--- config.mk ---
export PLATFORM = sky130hd
export DESIGN_NAME = fdre_cfg
export DESIGN_NICKNAME = d
export VERILOG_FILES = /design/src/design/fdre_pkg.sv /design/src/design/fdre_cfg.sv
export SDC_FILE = /design/constraint.sdc
export NUM_CORES = 1
export LEC_CHECK = 0
export ABC_AREA = 1
export ABC_CLOCK_PERIOD_IN_PS = 1450
export BUFFER_PORTS_ARGS = -buffer_cell sky130_fd_sc_hd__buf_2
export CORE_UTILIZATION = 41
export CTS_CLUSTER_DIAMETER = 30
export DETAILED_ROUTE_END_ITERATION = 10
export MAX_ROUTING_LAYER = met4
export PLACE_DENSITY = 0.86
export SYNTH_ARGS = -nofsm -noshare
export SYNTH_HDL_FRONTEND = slang
export SYNTH_SLANG_ARGS = --single-unit
--- constraint.sdc ---
create_clock -name clk -period 1.45 [get_ports clk]
set_input_delay 0.0725 -clock clk [delete_from_list [all_inputs] [get_ports clk]]
set_output_delay 0.0725 -clock clk [all_outputs]
set_load 0.005 [all_outputs]
--- src/design/fdre_pkg.sv ---
package fdre_pkg;

    localparam int MAX_FRAME_WORDS = 2097152;
    localparam int POS_W           = $clog2(MAX_FRAME_WORDS);
    localparam int FWORDS_W        = 22;
    localparam int OFF_W           = 23;
    localparam int BYTES_W         = 24;
    localparam int WORD_W          = 32;
    localparam int PADDR_W         = 3;
    localparam int PDATA_W         = 32;

    localparam logic [FWORDS_W-1:0] FRAME_WORDS_MAX   = FWORDS_W'(MAX_FRAME_WORDS);
    localparam logic [FWORDS_W-1:0] FRAME_WORDS_RESET = FWORDS_W'(MAX_FRAME_WORDS);

    // register index is paddr[2]
    localparam logic REG_FRAME_WORDS = 1'b0;

    localparam logic [BYTES_W-1:0] WORD_BYTES = BYTES_W'(4);
    localparam logic [BYTES_W-1:0] HDR_BYTES  = BYTES_W'(8);

    typedef enum logic
    {
        KIND_LOAD    = 1'b0,
        KIND_COMPARE = 1'b1
    } in_kind_t;

    typedef enum logic [1:0]
    {
        KIND_DATA      = 2'd0,
        KIND_RUN_END   = 2'd1,
        KIND_FRAME_END = 2'd2
    } res_kind_t;

    typedef struct packed
    {
        in_kind_t           kind;
        logic [WORD_W-1:0]  pixel_word;
    } in_item_t;

    typedef struct packed
    {
        res_kind_t          item_kind;
        logic [OFF_W-1:0]   byte_offset;
        logic [BYTES_W-1:0] byte_count;
        logic [WORD_W-1:0]  data_word;
        logic               last;
    } out_item_t;

    typedef struct packed
    {
        logic [FWORDS_W-1:0] frame_words;
    } cfg_t;

endpackage

--- src/design/fdre_cfg.sv ---
module fdre_cfg
(
    input  logic                        clk,
    input  logic                        rst_n,
    input  logic                        psel,
    input  logic                        penable,
    input  logic                        pwrite,
    input  logic [fdre_pkg::PADDR_W-1:0] paddr,
    input  logic [fdre_pkg::PDATA_W-1:0] pwdata,
    output logic [fdre_pkg::PDATA_W-1:0] prdata,
    output logic                        pready,
    output fdre_pkg::cfg_t              cfg
);

    logic [fdre_pkg::FWORDS_W-1:0] frame_words_reg;
    logic [fdre_pkg::FWORDS_W-1:0] frame_words_next;
    logic                          wr_en;
    logic                          sel_frame_words;

    assign pready          = 1'b1;
    assign sel_frame_words = (paddr[2] == fdre_pkg::REG_FRAME_WORDS);
    assign wr_en           = psel && penable && pwrite;

    always_comb
    begin
        frame_words_next = frame_words_reg;
        if (wr_en && sel_frame_words)
        begin
            frame_words_next = pwdata[fdre_pkg::FWORDS_W-1:0];
        end
    end

    always_ff @(posedge clk or negedge rst_n)
    begin
        if (!rst_n)
        begin
            frame_words_reg <= fdre_pkg::FRAME_WORDS_RESET;
        end
        else
        begin
            frame_words_reg <= frame_words_next;
        end
    end

    always_comb
    begin
        prdata = '0;
        if (sel_frame_words)
        begin
            prdata = fdre_pkg::PDATA_W'(frame_words_reg);
        end
    end

    assign cfg.frame_words = frame_words_reg;

endmodule

* Yosys cells after proc, flatten, opt, wreduce, memory -nomap -nowiden
Cells that the tools add are included.
Widths: inputs -> output; s select.
** Operators by class
- Reduce and logical (&&, ||, !) cells :: 3
- Multiplexer cells :: 1
- Bitwise gates (word level) :: 1
** Operators with widths (count)
- $mux 22 :: 1
- $logic_and 1x1->1 :: 3
- $not 1->1 :: 1
** Word-level totals
- Input port bits :: 40
- Output and inout port bits :: 55
- Flip-flop bits (word level) :: 22
- Logic and storage cells :: 6

* Logic depth before layout (Yosys ltp)
Gate-level depths: netlist of run 1.
- Word-level depth :: 3
- Gate-level depth with buffers :: 6
- Mapped depth without buffers :: 5

* Worst setup path after synthesis of run 1
No wires, ideal clock.
- Path type :: reg-to-output
- Start :: register frame_words_reg (netlist bit cfg[21])
- End :: output prdata[21] (netlist bit)
- Data required time :: 1.378 ns
- Slack :: 0.720 ns
- Buffers on the path :: 0
- Arrival time :: 0.657 ns
- Cell stages (with the launch flop) :: 3
- Path through :: dfstp_2 > inv_1 > nor2_1
** On the way
- Cells in the longest elaborated chain, start to end :: 1
** RTL lines
- start: declaration :: RTL line fdre_cfg.sv:15 : logic [fdre_pkg::FWORDS_W-1:0] frame_words_reg;
- start signal: assignment :: RTL line fdre_cfg.sv:37 : frame_words_reg <= fdre_pkg::FRAME_WORDS_RESET;
- start signal: assignment :: RTL line fdre_cfg.sv:41 : frame_words_reg <= frame_words_next;
- $mux 22 :: RTL line fdre_cfg.sv:48 : if (sel_frame_words)
- end: declaration :: RTL line fdre_cfg.sv:10 : output logic [fdre_pkg::PDATA_W-1:0] prdata,
Every way passes these cells.

* Worst setup path after layout of run 1
Same ends and word-level chain as after synthesis.

==> results of run 1 <==
## worst max-delay path by stage
| stage | startpoint | to | cells past startpoint |
|---|---|---|---|
| after detailed placement | paddr[2] | cfg[18]$_DFFE_PN0P_ | 5 |
| after global placement | paddr[2] | cfg[10]$_DFFE_PN0P_ | 5 |
| after floorplan | cfg[21]$_DFFE_PN1P_ | prdata[21] | 2 |
| final | cfg[21]$_DFFE_PN1P_ | prdata[21] | 3 |
| after global routing | cfg[21]$_DFFE_PN1P_ | prdata[21] | 3 |
| after CTS | cfg[21]$_DFFE_PN1P_ | prdata[21] | 3 |
## cell families after synthesis
group,synth area share [%]
buffers and inverters,19.7
flip-flops,47.2
other,0.643
AND/OR/NAND/NOR,32.4
## cells in the final DEF (no fill, tap or decap)
master,netlist,final
clkbuf_4,0,3
conb_1,2,11
nand2_1,45,45
dlygate4sd3_1,0,21
inv_1,24,24
nand3_1,22,22
clkbuf_1,0,1
dfrtp_1,21,21
buf_4,13,3
nand2_2,1,1
nor2_4,1,1
dfstp_2,1,1
buf_2,4,71
nor2_1,22,22
## routing by layer
| layer | vias to the layer above | track usage, % | routed length [um] |
|---|---|---|---|
| met4 | 0 | 3.21 | 13 |
| met2 | 44 | 38.0 | 1650 |
| met3 | 2 | 4.92 | 121 |
| met1 | 534 | 22.4 | 1210 |
| li1 | 619 | - | - |
| met5 | - | - | 0 |
## final cells by class
cell class,instances,area [um2],share of cell area [%]
timing repair buffer,95,588,34.3
sequential,22,552,32.2
multi-input combinational,102,420,24.5
inverter,24,90.1,5.26
tap,30,37.5,2.19
clock buffer,4,26.3,1.53
## what timing repair did
action                                  4_1_cts  5_1_grt
resized for setup                             0        0
endpoints found under the hold margin        40        1
endpoints found under the setup margin        0        0
hold buffers                                 20        1
## critical path, cell delays in order, from the launching register on
cell     delay, ns
dfstp_2       0.56
inv_1         0.04
nor2_1        0.09
buf_2         0.12
## power groups by stage
stage | clock (W) | combinational (W) | sequential (W)
2_1_floorplan | 0 | 0.000228 | 0.000834
3_3_place_gp | 0 | 0.000451 | 0.000823
5_1_grt | 0.000339 | 0.000576 | 0.000833
4_1_cts | 0.000294 | 0.000507 | 0.000814
6_report | 0.000282 | 0.000510 | 0.000815
3_5_place_dp | 0 | 0.000465 | 0.000824
## through the flow
step	hold WS [ns]	worst slack, ns	util, %	total power (W)
2_1_floorplan	-0.223	0.720	-	0.00106
3_3_place_gp	0.0584	0.334	57.1	0.00127
3_5_place_dp	0.0700	0.299	57.1	0.00129
4_1_cts	0.000134	0.290	65.8	0.00161
5_1_grt	0.0198	0.193	66.2	0.00175
6_report	0.00328	0.253	66.2	0.00161
==> results.sh, run 1 <==
export IMPL_fin_crit_sh_pct=82.5
export IMPL_hold_path_endpoint="cfg[20]$_DFFE_PN0P_"
export IMPL_setup_viol_count_final=0
export IMPL_ys_seq_area_share_pct=47.2
export IMPL_synthArstFlopShare_pct=100
export IMPL_netlist_area_leader_share_pct=45.0
export IMPL_cts_setup_buffers=0
export IMPL_fin_setup_tns_ns=0
export IMPL_grt_max_degree=23
export IMPL_swShare_pct=31.7
export IMPL_netlist_top_cells_area="dfrtp_1 (45%), nand2_1 (14%), nand3_1 (9.4%)"
export IMPL_drc_errors=0
export IMPL_startpoint_type="flip-flop"
export IMPL_synth_area_per_cell_um2=7.40
export IMPL_cts_buffer_depth=2
export IMPL_cts_sinks=22
export IMPL_rsz0062_at_grt="no"
export IMPL_first_global_vias=1035
export IMPL_drv_slew=0
export IMPL_synth_distinct_cells=12
export IMPL_die_area_mm2=0.00307
export IMPL_cts_tree="built"
export IMPL_placed_area_mm2=0.00148
export IMPL_grt_usage_pct=20.5
export IMPL_synth_seq_cells=22
export IMPL_wl_um=2990
export IMPL_fin_cells=277
export IMPL_synth_flop_cell="dfrtp_1"
export IMPL_syn_instance_count=158
export IMPL_finalNetCount=288
export IMPL_firstDrtPassIters=4
export IMPL_p_per_area_mw_per_mm2=938
export IMPL_synth_edf_count=0
export IMPL_diodes=0
export IMPL_reg2reg_slack_ns=0.71
export IMPL_min_from="pwdata[20]"
export IMPL_syn_to_final_growth_pct=46.7
export IMPL_wire_per_inst_um=10.8
export IMPL_min_path_cells=3
export IMPL_criticalPathCategory="reg2out"
export IMPL_cts_htree_levels=1
export IMPL_cts_buffers=3
export IMPL_p_clk_share_pct=17.5
export IMPL_antenna_found_initial=0
export IMPL_rr_startpoint="cfg[21]$_DFFE_PN1P_"
export IMPL_max_freq_ghz=0.836
export IMPL_fp_dieH_um=55.4
export IMPL_drt_initial_drc_count=46
export IMPL_io_pins=95
export IMPL_cp_max_fo=3
export IMPL_reg2reg_to="cfg[21]$_DFFE_PN1P_"
export IMPL_cp_required_ns=1.38
export IMPL_dpl_cell_count=252
export IMPL_fill_cells=224
export IMPL_finalHoldViolCount=0
export IMPL_combPwrFrac_pct=31.7
export IMPL_vdd_ir_drop_max_uv=722
export IMPL_synth_area_mm2=0.00117
export IMPL_p_seq_share_pct=50.7
export IMPL_yosysMostFrequentCell="nand2_1"
export IMPL_largest_register_ffs=22
export IMPL_drv_cap=0
export IMPL_grt_pass1_wl_um=4780
export IMPL_root_buffer="clkbuf_4"
export IMPL_fin_area_mm2=0.00171
export IMPL_worstPathArrival_ns=1.12
export IMPL_drive_above_1_share_pct=32.4
export IMPL_clock_latency_ns=0.30
export IMPL_hold_class="in2reg"
export IMPL_hpwl_um=1770
export IMPL_die_width_um=55.4
export IMPL_skew_ns=0
export IMPL_intPower_w=0.00110
export IMPL_io_buffers=71
export IMPL_place_congestion=0.682
export IMPL_synthTopCellsByCount="nand2_1 (45), inv_1 (24), nand3_1 (22), nor2_1 (22), dfrtp_1 (21)"
export IMPL_grt_ovfl_total=0
export IMPL_detail_route_vias_per_cell=4.33
export IMPL_min_period_ns=1.20
export IMPL_yosysTopAreaCell="dfrtp_1"
export IMPL_initial_core_util_pct=45.1
export IMPL_rows=18
export IMPL_ant_nets=0
export IMPL_clk_pin_slew_ns=0.12
export IMPL_r2r_cells=2
export IMPL_ys_warn_count=0
export IMPL_core_area_mm2=0.00259
export IMPL_run_status="completed"
export IMPL_p_switching_w=0.000510
export IMPL_leakage_nw=1.07
export IMPL_end_kind="output port"
export IMPL_num_vias=1199
(Power assumes the default switching activity.)
==> inputs of run 2 (changes only) <==
ABC_CLOCK_PERIOD_IN_PS = 1000   (was 1450)
CORE_UTILIZATION = 35   (was 41)
PLACE_DENSITY = 0.78   (was 0.86)
clock period = 1 ns   (was 1.45 ns; I/O delays follow)
==> results.sh, run 2 (same netlist as run 1, synthesis figures left out) <==
export IMPL_grt_pass1_wl_um=4800
export IMPL_die_width_um=59.8
export IMPL_detail_route_vias_per_cell=4.15
export IMPL_place_congestion=0.678
export IMPL_path_cells="inv_2 -> nor2_1 -> buf_2"
export IMPL_drt_initial_drc_count=39
export IMPL_startpoint_type="flip-flop"
export IMPL_placed_area_mm2=0.00150
export IMPL_cp_max_fo=3
export IMPL_worstPathArrival_ns=1.08
export IMPL_p_per_area_mw_per_mm2=1330
export IMPL_io_pins=95
export IMPL_finalNetCount=303
export IMPL_run_status="finished, violations left"
export IMPL_leakage_nw=1.14
export IMPL_antenna_found_initial=0
export IMPL_drv_slew=0
export IMPL_fin_area_mm2=0.00185
export IMPL_drive_above_1_share_pct=35.9
export IMPL_io_buffers=71
export IMPL_grt_ovfl_total=0
export IMPL_drc_errors=0
export IMPL_cts_htree_levels=1
export IMPL_critPathSlowestCell="dfstp_2"
export IMPL_root_buffer="clkbuf_4"
export IMPL_wl_um=3040
export IMPL_hpwl_um=1920
export IMPL_fin_ws_ns=-0.130
export IMPL_cts_buffer_depth=2
export IMPL_die_area_mm2=0.00357
export IMPL_rsz0062_at_grt="yes"
export IMPL_clk_pin_slew_ns=0.11
export IMPL_cts_tree="built"
export IMPL_drv_cap=0
export IMPL_cts_buffers=3
export IMPL_wire_per_inst_um=9.95
export IMPL_setup_viol_count_final=5
export IMPL_cp_required_ns=0.95
export IMPL_fp_dieH_um=59.8
export IMPL_end_kind="output port"
export IMPL_largest_register_ffs=22
export IMPL_clock_latency_ns=0.29
export IMPL_finalHoldViolCount=0
export IMPL_syn_to_final_growth_pct=58.2
export IMPL_rows=20
export IMPL_vdd_ir_drop_max_uv=828
export IMPL_criticalPathCategory="reg2out"
export IMPL_violations="setup timing"
export IMPL_first_global_vias=1133
export IMPL_core_area_mm2=0.00310
export IMPL_cts_sinks=22
export IMPL_grt_max_degree=23
export IMPL_ant_nets=0
export IMPL_max_freq_ghz=0.885
export IMPL_diodes=0
export IMPL_skew_ns=0
export IMPL_num_vias=1269
export IMPL_hold_class="in2reg"
export IMPL_firstDrtPassIters=4
export IMPL_final_cell_mix="buf_2 (71), nand2_1 (45), inv_1 (23), dlygate4sd3_1 (23)"
export IMPL_final_common_cell="buf_2"
export IMPL_initial_core_util_pct=37.7
export IMPL_grt_usage_pct=18.6
export IMPL_fin_util_pct=59.6
export IMPL_fin_crit_sh_pct=113
export IMPL_min_period_ns=1.13
export IMPL_max_stage_delay_ns=0.57
==> run 2: timing repair <==
item	in CTS	in global routing
setup endpoints to repair	4	23
pin swaps	1	6
setup buffers	1	11
hold buffers	23	0
hold endpoints to repair	43	0
resized for setup	1	0
==> run 2: worst paths after layout <==
| path | startpoint | to | slack, ns | cells after the start |
|---|---|---|---|---|
| hold reg to reg | cfg[21]$_DFFE_PN1P_ | cfg[21]$_DFFE_PN1P_ | 0.49 | 2 |
| hold / removal | paddr[2] | cfg[21]$_DFFE_PN1P_ | 0.20 | 5 |
| min in group asynchronous | rst_n | cfg[14]$_DFFE_PN0P_ | 0.23 | 2 |
| setup reg to reg | cfg[6]$_DFFE_PN0P_ | cfg[6]$_DFFE_PN0P_ | 0.25 | 3 |
| max in group asynchronous | rst_n | cfg[21]$_DFFE_PN1P_ | 0.42 | 2 |
| setup / recovery | cfg[21]$_DFFE_PN1P_ | prdata[21] | -0.13 | 3 |
==> run 2: metrics by stage <==
step,setup TNS [ns],power (W),hold WS (ns),worst slack [ns],instances
2_1_floorplan,0,0.00154,-0.246,0.293,167
6_report,-0.172,0.00247,0.196,-0.130,306
4_1_cts,-0.220,0.00237,0.195,-0.151,295
3_5_place_dp,0,0.00188,0.0373,0.106,267
5_1_grt,-1.63,0.00269,0.217,-0.197,306
3_3_place_gp,0,0.00186,0.0406,0.110,267
==> run 2: critical path, delay by kind of cell, from the launching register on <==
kind	cells	cell delay (ns)
and+or+nand+nor	1	0.07
buffers and inverters	2	0.15
DFF	1	0.57
==> run 2: layout make-up <==
type                            instances  area [um2]
Sequential cell                        22         552
Fill cell                             303        1250
Tap cell                               44        55.1
Timing Repair Buffer                  110         706
Multi-Input combinational cell        102         420
Clock buffer                            4        26.3
Inverter                               24        90.1
==> run 2: metal layers <==
layer | track usage [%] | up-vias | part of all wire, %
met1 | 19.2 | 575 | 40
met2 | 34.9 | 42 | 55
li1 | - | 650 | -
met5 | - | - | 0
met3 | 3.25 | 2 | 4.0
met4 | 6.31 | 0 | 0.56
==> run 2: power by group <==
part	switching [W]	internal [W]
registers	0.000123	0.00106
logic	0.000389	0.000490
clock network	0.000249	0.000155
total	0.000761	0.00171
